`src/design/box_depth_grid_average_defines.svh`:
```
// assertion macros shared by the box depth grid average design
// no dependencies; included by the modules that carry assertions
`ifndef BOX_DEPTH_GRID_AVERAGE_DEFINES_SVH
`define BOX_DEPTH_GRID_AVERAGE_DEFINES_SVH

// same-cycle implication, disabled while reset is asserted
`define BDGA_ASSERT_IMP(label, clk, rst_n, ante, cons, msg) \
	label: assert property (@(posedge clk) disable iff (!rst_n) (ante) |-> (cons)) \
		else $error(msg);

// next-cycle implication, disabled while reset is asserted
`define BDGA_ASSERT_NXT(label, clk, rst_n, ante, cons, msg) \
	label: assert property (@(posedge clk) disable iff (!rst_n) (ante) |=> (cons)) \
		else $error(msg);

`endif

```
`src/design/bdga_pkg.sv`:
```
// shared types, widths and the helper function of the box depth grid average design
// no dependencies
package bdga_pkg;

	localparam int DEF_FRAME_W = 320;
	localparam int DEF_FRAME_H = 240;

	localparam int PIX_X_W  = 9;
	localparam int PIX_Y_W  = 8;
	localparam int COORD_W  = 10;
	localparam int DEPTH_W  = 16;
	localparam int COUNT_W  = 7;
	localparam int STEP_W   = 7;
	localparam int SUM_W    = 22;

	// grid points per axis and the walk index over all of them
	localparam int GRID_N     = 8;
	localparam int GRID_ROW_W = $clog2(GRID_N);
	localparam int GRID_IDX_W = $clog2(GRID_N * GRID_N);

	// divide by nine as multiply by reciprocal, exact for 10-bit operands
	localparam int DIV9_MUL_W = 12;
	localparam int DIV9_MUL   = 3641;
	localparam int DIV9_SHIFT = 15;

	localparam int QUEUE_DEPTH = 4;

	localparam logic OP_WRITE = 1'b0;
	localparam logic OP_QUERY = 1'b1;

	typedef struct packed {
		logic               opcode;
		logic [PIX_X_W-1:0] pix_x;
		logic [PIX_Y_W-1:0] pix_y;
		logic [DEPTH_W-1:0] pix_depth;
		logic [COORD_W-1:0] left_x;
		logic [COORD_W-1:0] top_y;
		logic [COORD_W-1:0] right_x;
		logic [COORD_W-1:0] bottom_y;
	} in_t;

	typedef struct packed {
		logic [DEPTH_W-1:0] mean_depth;
		logic [COUNT_W-1:0] sample_count;
		logic               no_samples;
		logic               bad_box;
	} out_t;

	// classified command between front and back
	typedef struct packed {
		logic               is_query;
		logic               wr_ok;
		logic               bad;
		logic [COORD_W-1:0] x;
		logic [COORD_W-1:0] y;
		logic [DEPTH_W-1:0] depth;
		logic [STEP_W-1:0]  sx;
		logic [STEP_W-1:0]  sy;
	} cmd_t;

	function automatic logic [STEP_W-1:0] div9(input logic [COORD_W-1:0] d);
		logic [COORD_W+DIV9_MUL_W-1:0] p;
		p = (COORD_W+DIV9_MUL_W)'(d) * (COORD_W+DIV9_MUL_W)'(DIV9_MUL);
		return p[DIV9_SHIFT +: STEP_W];
	endfunction

endpackage

```
`src/design/bdga_front.sv`:
```
// front part: accepts words, clamps boxes, derives grid steps, classifies writes
// depends on bdga_pkg
module bdga_front import bdga_pkg::*; #(
	parameter int FRAME_W = DEF_FRAME_W,
	parameter int FRAME_H = DEF_FRAME_H
) (
	input  logic clk,
	input  logic arst_n,
	input  logic push,
	output logic full,
	input  in_t  item,
	output logic q_wr,
	output cmd_t q_cmd,
	input  logic q_full
);

	logic               v_s1;
	in_t                item_s1;
	logic [COORD_W-1:0] x2c;
	logic [COORD_W-1:0] y2c;
	logic [COORD_W-1:0] dx;
	logic [COORD_W-1:0] dy;
	logic               accept;

	assign full   = v_s1 && q_full;
	assign accept = push && !full;
	assign q_wr   = v_s1;

	always_comb begin
		x2c = ({1'b0, item_s1.right_x} >= (COORD_W+1)'(FRAME_W)) ?
			COORD_W'(FRAME_W - 1) : item_s1.right_x;
		y2c = ({1'b0, item_s1.bottom_y} >= (COORD_W+1)'(FRAME_H)) ?
			COORD_W'(FRAME_H - 1) : item_s1.bottom_y;
		dx = x2c - item_s1.left_x;
		dy = y2c - item_s1.top_y;

		q_cmd.is_query = (item_s1.opcode == OP_QUERY);
		q_cmd.wr_ok    = (item_s1.opcode == OP_WRITE) &&
			((COORD_W+1)'(item_s1.pix_x) < (COORD_W+1)'(FRAME_W)) &&
			((COORD_W+1)'(item_s1.pix_y) < (COORD_W+1)'(FRAME_H));
		q_cmd.bad      = (x2c < item_s1.left_x) || (y2c < item_s1.top_y);
		q_cmd.x        = q_cmd.is_query ? item_s1.left_x : COORD_W'(item_s1.pix_x);
		q_cmd.y        = q_cmd.is_query ? item_s1.top_y : COORD_W'(item_s1.pix_y);
		q_cmd.depth    = item_s1.pix_depth;
		q_cmd.sx       = div9(dx);
		q_cmd.sy       = div9(dy);
	end

	always_ff @(posedge clk) begin
		if (accept) begin
			item_s1 <= item;
		end
	end

	always_ff @(posedge clk or negedge arst_n) begin
		if (!arst_n) begin
			v_s1 <= 1'b0;
		end else if (accept) begin
			v_s1 <= 1'b1;
		end else if (!q_full) begin
			v_s1 <= 1'b0;
		end
	end

endmodule

```
`config.mk`:
```
export PLATFORM = sky130hd
export DESIGN_NAME = bdga_front
export DESIGN_NICKNAME = d
export VERILOG_FILES = /design/src/design/box_depth_grid_average_defines.svh /design/src/design/bdga_pkg.sv /design/src/design/bdga_front.sv
export SDC_FILE = /design/constraint.sdc
export NUM_CORES = 1
export LEC_CHECK = 0
export BUFFER_PORTS_ARGS = -buffer_cell sky130_fd_sc_hd__buf_2
export CORE_AREA = 2 2 134 136
export CTS_CLUSTER_DIAMETER = 100
export DETAILED_ROUTE_END_ITERATION = 10
export DIE_AREA = 0 0 136 138
export PLACE_DENSITY = 0.69
export SYNTH_ARGS = -nofsm -noshare
export SYNTH_HDL_FRONTEND = slang
export SYNTH_SLANG_ARGS = --single-unit
```
`constraint.sdc`:
```
create_clock -name clk -period 8.89 [get_ports clk]
set_clock_uncertainty 0.05 [all_clocks]
set_input_delay 0.4445 -clock clk [delete_from_list [all_inputs] [get_ports clk]]
set_output_delay 0.4445 -clock clk [all_outputs]
set_load 0.01 [all_outputs]
```
# Word level (Yosys, flattened, before mapping)
# Cells that the tools add are included.
# W data, S select, Z words.
# classes
n_reduce_logical	6
n_lt_le_gt_ge	6
n_mux	6
n_eq_ne	1
n_mul	2
n_addsub	2
bitwise	1
# ops
cell	n
$mul A10 B12 Y22 const B	2
$mux W10	4
$lt A10 B10 Y1	2
$sub A10 B10 Y10	2
$ge A10 B8 Y1 const B	1
$ge A10 B9 Y1 const B	1
$lt A9 B9 Y1 const B	1
$lt A8 B8 Y1 const B	1
$logic_and A1 B1 Y1	4
$mux W1	2
$ne A2 B1 Y1 const B	1
$logic_not A1 Y1	1
$logic_or A1 B1 Y1	1
$not A1 Y1	1
# word_totals
elab_cells	33
ff_bits	75
inputBits	78
out_inout_bits	55

# Logic depth before layout (Yosys ltp)
# Gate-level depths: netlist (run 1).
# depth
ltp_word	4
mapped_depth	28
depth_no_buf	28

# Least setup slack after synthesis (run 1)
# Ideal clock, no wire load.
# synth_timing
path_type	reg-to-output
startpoint	register item_s1[16] in the netlist's numbering
endpoint	output port q_cmd[13] in the netlist's numbering
arrival_ns	6.128
stages_incl_launch_ff	25
required_time_ns	8.395
path_buffers	0
setup_slack_ns	2.268
path_cell_list	edfxtp_1 o21a_1 or3_1 ha_1 a21oi_2 a21boi_2 o21ai_0 nand2b_1 a31oi_1 xor2_1 inv_1 fa_1 fa_1 inv_1 fa_1 inv_1 fa_1 ha_1 ha_1 a21oi_1 o21ai_2 o21ai_1 and3_1 a2111oi_0 and3_1
# synth_rtl
item	line	text
start, declared	bdga_front.sv:18	in_t item_s1;
start signal, assigned	bdga_front.sv:51	item_s1 <= item;
end, declared	bdga_front.sv:13	output cmd_t q_cmd,

==> summary.md, run 1 <==
| Metric | Value |
|---|---|
| Status | finished, final reports clean |
| Count leader, synth | ha_1 |
| Sequential cell area | 2250 um^2 |
| Total track usage | 0.159 |
| # rows | 49 |
| Core Box Area | 17500 um^2 |
| RSZ-0062 raised after global routing | false |
| Largest area contributor in the netlist | edfxtp_1 |
| Gp weighted congestion | 0.840 |
| Clock Tree Buf Depth | 2 |
| Post-place setup slack | 1780 ps |
| Clock Root Buffer | clkbuf_16 |
| Post-DP HPWL | 12400 um |
| Tightest Pin Transition | 906 ps |
| Final Hold Fails | 0 |
| Yosys top cell area share | 0.292 |
| Vias | 5044 |
| CP Capture Type | primary output |
| Die width | 136 um |
| Vias in the first global route | 5152 |
| First-pass GRT wire length | 24200 um |
| Die area | 18800 um^2 |
| Antenna violations before repair | 1 |
| Via density per instance | 4.81 |
| Synth Flop Type | edfxtp_1 |
| Hold Path Depth | 1 |
| Final net count | 1100 |
| Share of cells above drive strength 1 | 0.238 |
| Worst-path fanout max | 7 |
| FFs w/ async S/R, synth | 0.0133 |
| Filler cells | 1624 |
| Fmax | 134 MHz |
| Max Cap Viol | 0 |
| Worst skew pair latency | 320 ps |
| WHS | 235 ps |
| Num CTS Buffers | 9 |
| WL final | 14300 um |
| Crit path kind | reg2out |
| Multi-input logic area | 4700 um^2 |
| ANT nets after route | 0 |
| Slew Viols, Final | 0 |
| Period utilization | 0.837 |
| Netlist cell types | 62 |
| Cells after Synth | 686 |
| Seq/Total Area, Yosys | 0.295 |
| Hold_buf cts | 1 |
| FF-to-FF path depth | 3 |
| Gr ovfl total | 0 |
| Largest net degree at the start of global routing | 75 |
| Hold Crit Class | in2reg |
| Clk sinks | 75 |
| Pre-Repair DR Iteration Count | 4 |
| CTS tree | done |
| YS warnings | 0 |
| Setup ws final | 1450 ps |
| Per-cell routed wire length | 13.7 um |
| Cts repair resizes | 0 |
| Worst setup SP type | flop |
| Layout area overhead | 14.7% |
| Cell area after synthesis | 7610 um^2 |
| Die Height | 138 um |
| Number of synthesized register bits | 75 |
| Final setup fails | 0 |
| Slew margin rel. | 0.396 |
| Setup bufs post-CTS | 0 |
| Setup TNS | 0 ps |
| Register clock-pin slew on the reported worst setup and hold paths | 60 ps |
| Iter 0 DRT Violations | 167 |
| Post-synth top cells | ha_1 (154), inv_1 (144), edfxtp_1 (74) |
| CP Data Required Time | 8400 ps |
| Syn Area/Cell | 11.1 um^2 |
| Starting Density | 0.434 |
| WP data arrival | 6950 ps |
| IO Count | 133 |
| # DRC | 0 |
| IO buf count | 132 |
| H-tree depth | 3 |
| EDFF count, synth | 74 |
| Clock period minus worst slack | 7440 ps |
| Top post-synthesis cells by area | edfxtp_1 (29%), ha_1 (25%), fa_1 (14%), inv_1 (7.1%), mux2_2 (2.5%) |
## registers in the layout, indices dropped and copies added (netlist names)
register	cells
item_s1	57
q_cmd	17
q_wr	1
## through the flow
step,cells,utilization,cell area (um^2)
floorplan,688,-,7620
global placement,1031,0.482,8450
detailed placement,1031,0.482,8450
CTS,1048,0.498,8730
global route,1048,0.498,8730
finish,1049,0.498,8730
## cells by family (layout without fill, tap and decap cells)
family                     count (synthesis)  in the layout  synth area share
AOI/OAI and AO/OA                         81             81            0.0783
xor gates and xnor gates                  26             26            0.0299
adders and majority gates                208            208             0.395
buffers and inverters                    163            294            0.0888
DFF                                       75             75             0.295
muxes                                     19             19            0.0284
other                                      1              4          0.000493
and+or+nand+nor                          113            113            0.0837
## critical path: stages, from the launching register on
cell and delay (ps):
edfxtp_1 370, o21a_1 250, or3_1 320, ha_1 340, a21oi_2 190, a21boi_2 100, o21ai_0 160, nand2b_1 100
a31oi_1 290, xor2_1 290, inv_1 170, fa_1 480, fa_1 490, inv_1 50, fa_1 530, inv_1 50
fa_1 470, ha_1 300, ha_1 330, a21oi_1 90, o21ai_2 250, o21ai_1 150, and3_1 180, a2111oi_0 340
and3_1 200, buf_2 120
## layer usage
metal  track usage  wire length [um]
met5             0                 0
met4        0.0356               143
met3        0.0297               678
met2         0.256              6440
met1         0.224              7080
## worst paths after layout
check                             from     endpoint  slack (ps)
min in group asynchronous       arst_n         q_wr         390
setup reg to reg                  q_wr   item_s1[9]        7070
hold / removal                item[20]  item_s1[20]         230
max in group asynchronous       arst_n         q_wr        8310
setup / recovery           item_s1[16]    q_cmd[13]        1450
hold reg to reg                   q_wr         q_wr         650
## cell type report
| cell class | instances | area share |
|---|---|---|
| tap | 229 | 0.0328 |
| inverter | 144 | 0.0619 |
| sequential | 75 | 0.257 |
| clock inverter | 6 | 0.00487 |
| antenna | 1 | 0.000287 |
| timing repair buffer | 134 | 0.0777 |
| multi-input combinational | 450 | 0.539 |
| clock buffer | 10 | 0.0262 |
## placed cells by master (no fill, tap or decap), types with 9 or more instances in the layout
cell         n
edfxtp_1    74
nor2_1      18
nor3_1      12
xor2_1       9
o21ai_0      9
xnor2_1     17
clkbuf_16    9
inv_1      144
mux2_2      17
fa_1        54
nand2_1     16
nor2b_1     10
ha_1       154
buf_2      132
a21oi_1     19
Power of run 1 is left out: the tool's default activity adds up to more than one toggle a clock period on the data nets, which glitch-free logic cannot reach.
==> run 2, diff against run 1 <==
==> constraint.sdc (replaced) <==
create_clock -name clk -period 7.1 [get_ports clk]
set_clock_uncertainty 0.05 [all_clocks]
set_input_delay 0.355 -clock clk [delete_from_list [all_inputs] [get_ports clk]]
set_output_delay 0.355 -clock clk [all_outputs]
set_load 0.01 [all_outputs]
==> summary.md, run 2 (synthesized netlist as in run 1, its figures left out) <==
| Metric | Value |
|---|---|
| Per-cell routed wire length | 14.2 um |
| CTS tree | done |
| Gr ovfl total | 0 |
| Commonest non-fill, non-tap cells in the layout | inv_1 (140), ha_1 (133), buf_2 (132) |
| Antenna violations before repair | 0 |
| CP Data Required Time | 6690 ps |
| Fmax | 147 MHz |
| WL final | 15300 um |
| WHS | 155 ps |
| Iter 0 DRT Violations | 181 |
| Layout area overhead | 24.5% |
| Status | finished, final reports clean |
| Clock period minus worst slack | 6820 ps |
| Starting Density | 0.434 |
| Final setup fails | 0 |
| H-tree depth | 3 |
| Final net count | 1133 |
| Worst skew pair latency | 320 ps |
| Tightest Pin Transition | 941 ps |
| Design area | 9470 um^2 |
| Core Box Area | 17500 um^2 |
| Antenna diodes | 0 |
| Max Cap Viol | 0 |
| Die Height | 138 um |
| Share of cells above drive strength 1 | 0.338 |
| Period utilization | 0.961 |
| Die width | 136 um |
| Num CTS Buffers | 9 |
| IO Count | 133 |
| Post-DP HPWL | 12500 um |
| CP Capture Type | primary output |
| WP data arrival | 6410 ps |
| Slew margin rel. | 0.372 |
| IO buf count | 132 |
| Total track usage | 0.159 |
| ANT nets after route | 0 |
| # DRC | 0 |
| Max reg flops | 57 |
| Gp weighted congestion | 0.833 |
| Slowest stage cell, crit path | fa_1 |
| Hold Crit Class | in2reg |
| Vias in the first global route | 5242 |
| Clk sinks | 75 |
| First-pass GRT wire length | 24100 um |
| Post-place setup slack | 42.6 ps |
| Register clock-pin slew on the reported worst setup and hold paths | 60 ps |
| Worst stage delay on the critical path | 540 ps |
| Most common cell after layout, fill and taps aside | inv_1 |
| Worst-path fanout max | 6 |
| Final Hold Fails | 0 |
| Top reg by flops | item_s1 |
| Slew Viols, Final | 0 |
| Clock Tree Buf Depth | 2 |
| # rows | 49 |
| Setup ws final | 280 ps |
| Via density per instance | 4.86 |
| Worst setup SP type | flop |
| Pre-Repair DR Iteration Count | 5 |
| Crit path kind | reg2out |
| Largest net degree at the start of global routing | 75 |
| Filler cells | 1539 |
| Placed inst area | 8490 um^2 |
| RSZ-0062 raised after global routing | true |
| Clock Root Buffer | clkbuf_16 |
| Vias | 5254 |
| Die area | 18800 um^2 |
-- run 2: worst paths after layout --
| check | start | end | slack [ps] | cells past startpoint |
|---|---|---|---|---|
| setup reg to reg | q_wr | item_s1[9] | 5290 | 3 |
| setup / recovery | item_s1[16] | q_cmd[13] | 280 | 25 |
| min in group asynchronous | arst_n | q_wr | 290 | 2 |
| hold reg to reg | q_wr | q_wr | 660 | 2 |
| hold / removal | item[23] | item_s1[23] | 150 | 1 |
| max in group asynchronous | arst_n | q_wr | 6620 | 2 |
-- run 2: routing by layer --
layer | global-route usage | vias to the layer above | share of wire
met5 | 0 | - | 0
met4 | 0.0362 | 0 | 0.011
met3 | 0.0326 | 10 | 0.052
met2 | 0.261 | 132 | 0.48
met1 | 0.216 | 2478 | 0.46
li1 | - | 2634 | -
-- run 2: area by class of cell --
type,count,area (um^2),area share
clock buffer,9,225,0.0238
inverter,144,541,0.0571
tap,229,287,0.0302
timing repair buffer,167,926,0.0977
multi-input combinational,450,5170,0.545
clock inverter,6,81.3,0.00858
sequential,75,2250,0.237
-- run 2: through the flow --
stage	cells	util	setup TNS [ps]
6_report	1080	0.540	0
5_1_grt	1080	0.540	-176
4_1_cts	1058	0.506	-1.75
3_5_place_dp	1037	0.484	0
3_3_place_gp	1037	0.484	0
2_1_floorplan	688	-	0
-- run 2: worst max-delay path, delay by kind of cell (launching register included) --
family	cells	cell delay [ps]
flops	1	380
simple gates	6	1260
buf+inv	4	290
fa+ha+maj	7	2750
compound gates	8	1440
-- run 2: what timing repair did --
| action | in CTS | in global routing |
|---|---|---|
| resized for setup | 6 | 72 |
| endpoints found under the setup margin | 9 | 14 |
| setup buffers | 5 | 22 |
| endpoints found under the hold margin | 1 | 0 |
| hold buffers | 1 | 0 |
| pin swaps | 7 | 48 |
Power of run 2 is left out for the same reason.
