`config.mk`:
```
export PLATFORM = sky130hd
export DESIGN_NAME = bdga_fifo
export DESIGN_NICKNAME = d
export VERILOG_FILES = /design/src/design/box_depth_grid_average_defines.svh /design/src/design/bdga_pkg.sv /design/src/design/bdga_fifo.sv
export SDC_FILE = /design/constraint.sdc
export NUM_CORES = 1
export LEC_CHECK = 0
export BUFFER_PORTS_ARGS = -buffer_cell sky130_fd_sc_hd__buf_4
export CAP_MARGIN = 25
export CORE_MARGIN = 4
export CORE_UTILIZATION = 61
export CTS_CLUSTER_DIAMETER = 60
export DETAILED_ROUTE_END_ITERATION = 8
export PLACE_DENSITY_LB_ADDON = 0.3
export SYNTH_ARGS = -nofsm -noshare
export SYNTH_HDL_FRONTEND = slang
export SYNTH_SLANG_ARGS = --single-unit
```
`constraint.sdc`:
```
create_clock -name clk -period 4.8 [get_ports clk]
set_input_delay 0.48 -clock clk [delete_from_list [all_inputs] [get_ports clk]]
set_output_delay 0.48 -clock clk [all_outputs]
set_load 0.1 [all_outputs]
```
`src/design/box_depth_grid_average_defines.svh`:
```
// assertion macros shared by the box depth grid average design
// no dependencies; included by the modules that carry assertions
`ifndef BOX_DEPTH_GRID_AVERAGE_DEFINES_SVH
`define BOX_DEPTH_GRID_AVERAGE_DEFINES_SVH

// same-cycle implication, disabled while reset is asserted
`define BDGA_ASSERT_IMP(label, clk, rst_n, ante, cons, msg) \
	label: assert property (@(posedge clk) disable iff (!rst_n) (ante) |-> (cons)) \
		else $error(msg);

// next-cycle implication, disabled while reset is asserted
`define BDGA_ASSERT_NXT(label, clk, rst_n, ante, cons, msg) \
	label: assert property (@(posedge clk) disable iff (!rst_n) (ante) |=> (cons)) \
		else $error(msg);

`endif

```
`src/design/bdga_pkg.sv`:
```
// shared types, widths and the helper function of the box depth grid average design
// no dependencies
package bdga_pkg;

	localparam int DEF_FRAME_W = 320;
	localparam int DEF_FRAME_H = 240;

	localparam int PIX_X_W  = 9;
	localparam int PIX_Y_W  = 8;
	localparam int COORD_W  = 10;
	localparam int DEPTH_W  = 16;
	localparam int COUNT_W  = 7;
	localparam int STEP_W   = 7;
	localparam int SUM_W    = 22;

	// grid points per axis and the walk index over all of them
	localparam int GRID_N     = 8;
	localparam int GRID_ROW_W = $clog2(GRID_N);
	localparam int GRID_IDX_W = $clog2(GRID_N * GRID_N);

	// divide by nine as multiply by reciprocal, exact for 10-bit operands
	localparam int DIV9_MUL_W = 12;
	localparam int DIV9_MUL   = 3641;
	localparam int DIV9_SHIFT = 15;

	localparam int QUEUE_DEPTH = 4;

	localparam logic OP_WRITE = 1'b0;
	localparam logic OP_QUERY = 1'b1;

	typedef struct packed {
		logic               opcode;
		logic [PIX_X_W-1:0] pix_x;
		logic [PIX_Y_W-1:0] pix_y;
		logic [DEPTH_W-1:0] pix_depth;
		logic [COORD_W-1:0] left_x;
		logic [COORD_W-1:0] top_y;
		logic [COORD_W-1:0] right_x;
		logic [COORD_W-1:0] bottom_y;
	} in_t;

	typedef struct packed {
		logic [DEPTH_W-1:0] mean_depth;
		logic [COUNT_W-1:0] sample_count;
		logic               no_samples;
		logic               bad_box;
	} out_t;

	// classified command between front and back
	typedef struct packed {
		logic               is_query;
		logic               wr_ok;
		logic               bad;
		logic [COORD_W-1:0] x;
		logic [COORD_W-1:0] y;
		logic [DEPTH_W-1:0] depth;
		logic [STEP_W-1:0]  sx;
		logic [STEP_W-1:0]  sy;
	} cmd_t;

	function automatic logic [STEP_W-1:0] div9(input logic [COORD_W-1:0] d);
		logic [COORD_W+DIV9_MUL_W-1:0] p;
		p = (COORD_W+DIV9_MUL_W)'(d) * (COORD_W+DIV9_MUL_W)'(DIV9_MUL);
		return p[DIV9_SHIFT +: STEP_W];
	endfunction

endpackage

```
`src/design/bdga_fifo.sv`:
```
// short command queue between the front and back parts
// depends on bdga_pkg
module bdga_fifo import bdga_pkg::*; (
	input  logic clk,
	input  logic arst_n,
	input  logic wr,
	input  cmd_t wdata,
	output logic full,
	input  logic rd,
	output cmd_t rdata,
	output logic empty
);

	localparam int PTR_W = $clog2(QUEUE_DEPTH);

	cmd_t             slots_q [QUEUE_DEPTH];
	logic [PTR_W-1:0] wptr_q;
	logic [PTR_W-1:0] rptr_q;
	logic [PTR_W:0]   count_q;
	logic             do_wr;
	logic             do_rd;

	assign full  = (count_q == (PTR_W+1)'(QUEUE_DEPTH));
	assign empty = (count_q == '0);
	assign do_wr = wr && !full;
	assign do_rd = rd && !empty;
	assign rdata = slots_q[rptr_q];

	always_ff @(posedge clk) begin
		if (do_wr) begin
			slots_q[wptr_q] <= wdata;
		end
	end

	always_ff @(posedge clk or negedge arst_n) begin
		if (!arst_n) begin
			wptr_q  <= '0;
			rptr_q  <= '0;
			count_q <= '0;
		end else begin
			if (do_wr) begin
				wptr_q <= (wptr_q == PTR_W'(QUEUE_DEPTH-1)) ? '0 : wptr_q + 1'b1;
			end
			if (do_rd) begin
				rptr_q <= (rptr_q == PTR_W'(QUEUE_DEPTH-1)) ? '0 : rptr_q + 1'b1;
			end
			case ({do_wr, do_rd})
				2'b10:   count_q <= count_q + 1'b1;
				2'b01:   count_q <= count_q - 1'b1;
				default: count_q <= count_q;
			endcase
		end
	end

endmodule

```
==> Yosys cells after proc, flatten, opt, wreduce, memory -nomap -nowiden <==
Memories as Yosys holds them, arrays and structs flattened.
Index checks and enable logic that the tools add are counted.
{ "word_totals": {"regBits": 7, "mem_bits_rw": 212, "input_bits": 57, "out_inout_bits": 55, "elab_cells": 24, "n_memories": 1} }
{ "mem_list": {"columns": ["memory", "depth", "word_bits", "rd", "rd_ports_with_merged_regs", "wr", "line", "rtl"], "rows": [
  ["slots_q", 4, 53, 1, 0, 1, "bdga_fifo.sv:16", "cmd_t slots_q [QUEUE_DEPTH];"]
]} }
{ "classes": {"add_sub_neg": 4, "eq_ne": 5, "muxes": 5, "reduce_logical": 6} }
{ "op_table": {"columns": ["operator", "count"], "rows": [
  ["$eq A2 B2 Y1 const B", 3],
  ["$pmux W3 S2", 1],
  ["$add A2 B1 Y2 const B", 2],
  ["$mux W2", 2],
  ["$add A3 B1 Y3 const B", 1],
  ["$eq A3 B3 Y1 const B", 1],
  ["$logic_not A3 Y1", 1],
  ["$sub A3 B1 Y3 const B", 1],
  ["$eq A2 B1 Y1 const B", 1],
  ["$logic_and A1 B1 Y1", 2],
  ["$logic_not A1 Y1", 2],
  ["$mux W1", 2],
  ["$reduce_bool A2 Y1", 1]
]} }

==> Longest topological paths before layout <==
Gate-level depths: netlist of run 1.
{ "depth": {"word_depth": 5, "depth_mapped": 9, "ltp_nobuf": 9} }

==> Worst setup path after synthesis of run 1 <==
Ideal clock, no wire load.
{ "synth_timing": {"kind": "register -> register", "from": "register count_q[0]", "to": "register count_q[2]", "setup_time_ps": 125, "t_arrival_ps": 3637, "required_time_ps": 4675, "setup_slack_ps": 1038, "stages_incl_launch_ff": 10, "n_path_buf": 0, "synth_period_minus_slack_ps": 3762, "path_cell_list": "dfrtp_1 nor3_1 nand2b_1 inv_1 ha_1 inv_1 fa_1 xor2_1 nor2_1 xor2_1"} }
{ "synth_between": {"elab_chain_cells": 5, "elab_cells_between_ends": 12, "classes_between": "add/sub: 2; eq/ne: 3; mux: 1; reduce/logical: 6"} }
{ "synth_lines": {"columns": ["item", "line", "rtl"], "rows": [
  ["from (decl)", "bdga_fifo.sv:19", "logic [PTR_W:0] count_q;"],
  ["from (signal assigned)", "bdga_fifo.sv:48", "2'b10: count_q <= count_q + 1'b1;"],
  ["from (signal assigned)", "bdga_fifo.sv:49", "2'b01: count_q <= count_q - 1'b1;"],
  ["from (signal assigned)", "bdga_fifo.sv:50", "default: count_q <= count_q;"],
  ["$logic_not A3 Y1 *", "bdga_fifo.sv:24", "assign empty = (count_q == '0);"],
  ["net empty", "bdga_fifo.sv:11", "output logic empty"],
  ["$logic_not A1 Y1 *", "bdga_fifo.sv:26", "assign do_rd = rd && !empty;"],
  ["$logic_and A1 B1 Y1 *", "bdga_fifo.sv:26", null],
  ["net do_rd", "bdga_fifo.sv:21", "logic do_rd;"],
  ["$eq A2 B1 Y1 / $eq A2 B2 Y1 (equally long branches)", "bdga_fifo.sv:47", "case ({do_wr, do_rd})"],
  ["$pmux W3 S2 / $reduce_bool A2 Y1 (equally long branches)", null, null]
]} }
The timed path passes the listed nets; every way through them passes the cells marked *.
A chain may end at the register's enable or synchronous reset.

==> results.sh, run 1 <==
export IMPL_synth_simple_gate_area_share_pct=0.843
export IMPL_path_common_cell="sky130_fd_sc_hd__buf_4"
export IMPL_placer_congestion_estimate=0.684
export IMPL_synth_fa_ha_area_share_pct=1.16
export IMPL_fin_crit_ns=3.19
export IMPL_dpl_cell_area_mm2=0.00913
export IMPL_yosys_area_top_type_share_pct=78.0
export IMPL_die_area_mm2=0.0153
export IMPL_worst_skew_pair_latency_ns=0.47
export IMPL_period_share_pct=66.5
export IMPL_post_cts_setup_buffer_count=0
export IMPL_post_synth_inst_count=317
export IMPL_htreeDepth=1
export IMPL_cp_cell_sequence="buf_4 -> mux4_1 -> buf_4"
export IMPL_grt_pass1_wl_um=21600
export IMPL_critical_path_slowest_cell="sky130_fd_sc_hd__dfrtp_4"
export IMPL_final_net_count=510
export IMPL_postRouteAntennaNets=0
export IMPL_seq_area_frac_synth_pct=80.1
export IMPL_drv_slew=0
export IMPL_post_synth_cell_area_avg_um2=25.8
export IMPL_max_cap_violations=0
export IMPL_max_slew_worst_pin_slew_ns=0.921
export IMPL_drt_drc_violations_left=0
export IMPL_synth_compound_area_share_pct=0
export IMPL_dominant_combinational_cell_family_by_area_after_synthesis="multiplexers"
export IMPL_die_height_um=124
export IMPL_antenna_violations_before_repair=0
export IMPL_ys_ff_latch=219
export IMPL_kind_of_cell_adding_the_most_delay_to_the_critical_path="flip-flops"
export IMPL_max_clock_path_buffers=3
export IMPL_placement_io_buffers=111
export IMPL_boundaryPins=112
export IMPL_worst_setup_path_start_kind="register"
export IMPL_worst_hold_slack_ns=0.205
export IMPL_dr_total_vias=3592
export IMPL_fin_tns_setup_ns=0
export IMPL_worst_setup_hold_path_clk_slew_ns=0.06
export IMPL_worst_path_max_fanout=40
export IMPL_critical_path_n_buffers_inverters=2
export IMPL_initialDrtViolationCount=320
export IMPL_setup_violations=0
export IMPL_synth_area_leaders="sky130_fd_sc_hd__edfxtp_1 (78%), sky130_fd_sc_hd__mux4_2 (13%), sky130_fd_sc_hd__dfrtp_1 (2.1%)"
export IMPL_finalInstanceArea_mm2=0.00986
export IMPL_relSlewSlack_pct=38.6
export IMPL_finalHoldViolations=0
export IMPL_worstSetupPathType="reg -> out"
export IMPL_most_frequent_cells_in_the_layout="sky130_fd_sc_hd__edfxtp_1 (212), sky130_fd_sc_hd__buf_4 (117), sky130_fd_sc_hd__mux4_2 (48)"
export IMPL_route_final_wire_length_um=14100
export IMPL_clock_sinks=219
export IMPL_rsz0062_at_grt="no"
export IMPL_fillerInstances=713
export IMPL_summed_instance_area_of_the_synthesized_netlist_mm2=0.00817
export IMPL_grt_total_usage_pct=18.9
export IMPL_postCtsResizedCells=0
export IMPL_fin_worst_skew_ns=0.00573
export IMPL_start_util_pct=61.9
export IMPL_yosysTopAreaCell="sky130_fd_sc_hd__edfxtp_1"
export IMPL_max_freq_mhz=313
export IMPL_average_detailed_routed_wire_length_per_instance_um=22.2
export IMPL_tritoncts="built"
export IMPL_layout_stage_area_growth_over_the_synthesis_result_pct=20.8
export IMPL_worst_ep_required_time_ns=4.32
export IMPL_first_global_vias=3876
export IMPL_total_cts_buffers=21
export IMPL_post_synth_mux_area_share_pct=15.5
export IMPL_drive_above_1_share_pct=44.6
export IMPL_cts_root_buf="sky130_fd_sc_hd__clkbuf_16"
export IMPL_rows=42
export IMPL_worst_path_largest_cell_delay_ns=0.91
export IMPL_worstHoldPathType="in -> reg"
export IMPL_mostFrequentLayoutCell="sky130_fd_sc_hd__edfxtp_1"
export IMPL_synth_cell_type_count=20
export IMPL_vias_per_cell=5.65
export IMPL_first_pass_iters=4
export IMPL_die_width_um=124
export IMPL_core_area_mm2=0.0132
export IMPL_worst_ep_arrival_time_ns=2.71
export IMPL_syn_nets=381
export IMPL_synth_xor_xnor_area_share_pct=0.322
export IMPL_ys_warnings_count=0
export IMPL_overflow=0
export IMPL_place_hpwl_um=8200
export IMPL_outcome="finished clean"
export IMPL_total_inserted_antenna_cells=0
export IMPL_maximum_number_of_pins_on_one_net_before_global_route_repair=56
export IMPL_critPathCaptureType="output pin"
-- layer usage --
metal	routed length (um)	part of all wire [%]	global-route usage, %
met3	891	6.3	3.63
met5	0	0	0
met4	318	2.3	5.19
met1	5420	38	25.2
met2	7460	53	32.6
-- Yosys cell counts --
cell	number
sky130_fd_sc_hd__edfxtp_1	212
sky130_fd_sc_hd__mux4_2	48
sky130_fd_sc_hd__dfrtp_1	7
sky130_fd_sc_hd__inv_1	7
sky130_fd_sc_hd__buf_2	6
sky130_fd_sc_hd__ha_1	6
sky130_fd_sc_hd__buf_12	5
sky130_fd_sc_hd__mux4_1	5
sky130_fd_sc_hd__and2_1	4
sky130_fd_sc_hd__mux2_2	4
sky130_fd_sc_hd__nor2_1	3
sky130_fd_sc_hd__xor2_1	2
sky130_fd_sc_hd__buf_6	1
sky130_fd_sc_hd__fa_1	1
sky130_fd_sc_hd__mux2i_1	1
sky130_fd_sc_hd__nand2b_1	1
sky130_fd_sc_hd__nor2b_2	1
sky130_fd_sc_hd__nor3_1	1
sky130_fd_sc_hd__nor3b_2	1
sky130_fd_sc_hd__xnor2_1	1
-- metrics by stage --
stage / cells / utilization (%) / setup slack [ns]
final: 636 / 74.8 / 1.61
after global routing: 636 / 74.8 / 1.40
after CTS: 636 / 74.8 / 1.51
after detailed placement: 598 / 69.2 / 2.05
after global placement: 598 / 69.2 / 2.03
after floorplan: 317 / - / 1.04
-- sequential cells by signal, indices dropped and copies added (netlist names) --
register,count
rptr_q,2
wptr_q,2
count_q,3
slots_q,212
-- layout make-up --
class / count / area, um^2 / area share (%)
Sequential cell: 219 / 6550 / 66.4
Timing Repair Buffer: 118 / 888 / 9.01
Multi-Input combinational cell: 79 / 1460 / 14.8
Inverter: 7 / 26.3 / 0.266
Tap cell: 176 / 220 / 2.23
Clock buffer: 23 / 533 / 5.40
Clock inverter: 14 / 186 / 1.89
-- cells by family (layout without fill, tap and decap cells) --
group,count (synthesis),after routing
buffers and inverters,19,162
XOR/XNOR,3,3
adder cells (fa/ha/maj),7,7
flip-flops,219,219
multiplexers,58,58
AND/OR/NAND/NOR,11,11
-- worst paths after layout --
path / start / to / slack (ns) / cells after the start
max reg2reg: count_q[2] / slots_q[0][22] / 2.34 / 4
max in group asynchronous: arst_n / rptr_q[0] / 4.31 / 2
min in group asynchronous: arst_n / count_q[0] / 0.35 / 2
max: rptr_q[0] / rdata[1] / 1.61 / 3
min reg2reg: count_q[2] / count_q[2] / 0.50 / 1
min: wdata[40] / slots_q[0][40] / 0.20 / 1
-- repair_timing --
action / 4_1_cts / 5_1_grt
hold buffers: 1 / 0
endpoints found under the hold margin: 7 / 0
setup endpoints to repair: 0 / 0
Power of run 1 is left out: the tool's default activity adds up to more than one toggle a clock period on the data nets, which glitch-free logic cannot reach.
==> run 2, diff against run 1 <==
CORE_UTILIZATION = 51   (was 61)
clock period = 2.9 ns   (was 4.8 ns; I/O delays follow)
==> run 2 against run 1 <==
  * Non-clock buffer count rose by 56
  * Worst hold slack got worse by 0.18 ns
  * Worst setup slack got worse by 1.4 ns
  * Global-route usage fell by 2.6 points
  * Clock skew rose by 0.0033 ns
  * Wire length rose by 3.5%
  * Highest routed layer unchanged
  * Count of clock-buffer cells in the layout did not move
  * Sequential share of layout area fell by 4.1 points
  * Register-to-register slack got worse by 1.5 ns
  * Cell count rose by 15%
  * Die area rose by 18%
==> results.sh, run 2 (synthesis results as in run 1) <==
export IMPL_mostFrequentLayoutCell="sky130_fd_sc_hd__edfxtp_1"
export IMPL_critical_path_n_buffers_inverters=2
export IMPL_fillerInstances=983
export IMPL_first_global_vias=4304
export IMPL_die_height_um=135
export IMPL_overflow=0
export IMPL_fin_tns_setup_ns=0
export IMPL_pre_cts_ws_ns=0.725
export IMPL_worstSetupPathType="reg -> out"
export IMPL_average_detailed_routed_wire_length_per_instance_um=19.9
export IMPL_relSlewSlack_pct=50.7
export IMPL_place_hpwl_um=8660
export IMPL_worst_path_max_fanout=21
export IMPL_rsz0062_at_grt="no"
export IMPL_core_area_mm2=0.0154
export IMPL_final_net_count=568
export IMPL_drt_drc_violations_left=0
export IMPL_start_util_pct=52.9
export IMPL_most_frequent_cells_in_the_layout="sky130_fd_sc_hd__edfxtp_1 (212), sky130_fd_sc_hd__buf_4 (117), sky130_fd_sc_hd__dlygate4sd3_1 (53)"
export IMPL_die_area_mm2=0.0181
export IMPL_clock_sinks=219
export IMPL_layout_stage_area_growth_over_the_synthesis_result_pct=28.8
export IMPL_fin_crit_ns=2.65
export IMPL_max_freq_mhz=377
export IMPL_cts_root_buf="sky130_fd_sc_hd__clkbuf_16"
export IMPL_placement_io_buffers=111
export IMPL_dr_total_vias=3790
export IMPL_drv_slew=0
export IMPL_placer_congestion_estimate=0.737
export IMPL_route_final_wire_length_um=14600
export IMPL_rows=45
export IMPL_worst_setup_hold_path_clk_slew_ns=0.06
export IMPL_first_pass_iters=4
export IMPL_grt_total_usage_pct=16.4
export IMPL_antenna_violations_before_repair=0
export IMPL_maximum_number_of_pins_on_one_net_before_global_route_repair=38
export IMPL_die_width_um=135
export IMPL_worst_skew_pair_latency_ns=0.49
export IMPL_htreeDepth=1
export IMPL_vias_per_cell=5.18
export IMPL_cp_cell_sequence="buf_4 -> mux4_1 -> buf_4"
export IMPL_largest_registers="slots_q: 212 flops, count_q: 3 flops"
export IMPL_worstHoldPathType="in -> reg"
export IMPL_boundaryPins=112
export IMPL_kind_of_cell_adding_the_most_delay_to_the_critical_path="flip-flops"
export IMPL_period_share_pct=91.4
export IMPL_grt_pass1_wl_um=23100
export IMPL_critical_path_slowest_cell="sky130_fd_sc_hd__dfrtp_4"
export IMPL_max_flop_register="slots_q"
export IMPL_fin_worst_skew_ns=0.00898
export IMPL_total_cts_buffers=23
export IMPL_worst_ep_arrival_time_ns=2.36
export IMPL_critPathCaptureType="output pin"
export IMPL_fin_ws_ns=0.249
export IMPL_finalHoldViolations=0
export IMPL_worst_path_largest_cell_delay_ns=0.69
export IMPL_setup_violations=0
export IMPL_max_slew_worst_pin_slew_ns=0.740
export IMPL_max_clock_path_buffers=3
export IMPL_postRouteAntennaNets=0
export IMPL_largest_register_ffs=212
export IMPL_outcome="finished clean"
export IMPL_initialDrtViolationCount=226
export IMPL_drive_above_1_share_pct=41.9
export IMPL_tritoncts="built"
export IMPL_max_cap_violations=0
export IMPL_worst_ep_required_time_ns=2.61
export IMPL_path_common_cell="sky130_fd_sc_hd__buf_4"
export IMPL_worst_setup_path_start_kind="register"
export IMPL_total_inserted_antenna_cells=0
-- run 2: cell count changes in the layout (fill, tap and decap cells not counted), sizes merged --
cell,delta
dlygate4sd3,+52
buf,+4
clkinv,+4
inv,+1
bufinv,-3
clkinvlp,+2
-- run 2: worst paths after layout --
path / end / depth (start not counted) / slack (ns) / startpoint
max in group asynchronous: rptr_q[0] / 2 / 2.62 / arst_n
min: slots_q[1][15] / 1 / 0.03 / wdata[15]
max reg2reg: slots_q[0][38] / 4 / 0.83 / count_q[2]
max: rdata[2] / 3 / 0.25 / rptr_q[0]
min reg2reg: count_q[2] / 1 / 0.53 / count_q[2]
min in group asynchronous: count_q[2] / 2 / 0.14 / arst_n
-- run 2: what timing repair did --
action,4_1_cts,5_1_grt
buffers inserted,0,0
gates resized for setup,0,0
hold buffers,53,0
hold endpoints to repair,211,0
-- run 2: worst reg2reg max path, stage by stage (launching register included) --
cell	delay, ns
sky130_fd_sc_hd__dfrtp_1	0.41
sky130_fd_sc_hd__nor3b_4	0.17
sky130_fd_sc_hd__nor2b_2	0.30
sky130_fd_sc_hd__and2_2	0.53
sky130_fd_sc_hd__buf_12	0.32
-- run 2: through the flow --
stage               hold WS (ns)  std cells  utilization, %  instance area, um^2
floorplan               -0.00559        317               -                 8180
global placement           0.109        637            60.1                 9270
detailed placement         0.111        637            60.1                 9270
CTS                      0.00515        731            68.2                10500
global route             0.00924        731            68.2                10500
finish                    0.0252        731            68.2                10500
-- run 2: cell type report --
cell class              count  area (um^2)  area share, %
well taps                 211          264           2.51
clock buffers              23          576           5.47
inverters                   7         26.3          0.250
multi-input cells          79         1470           14.0
repair buffers            174         1490           14.2
flip-flops and latches    219         6550           62.2
clock inverters            18          145           1.38
-- run 2: per-layer routing --
metal  vias up  part of all wire (%)  GRT usage (%)
met1      1952                    41           21.6
li1       1720                     -              -
met5         -                     0              0
met4         0                   1.4           3.68
met2        99                    52           28.4
met3        19                   5.7           3.65
Power of run 2 is left out for the same reason.
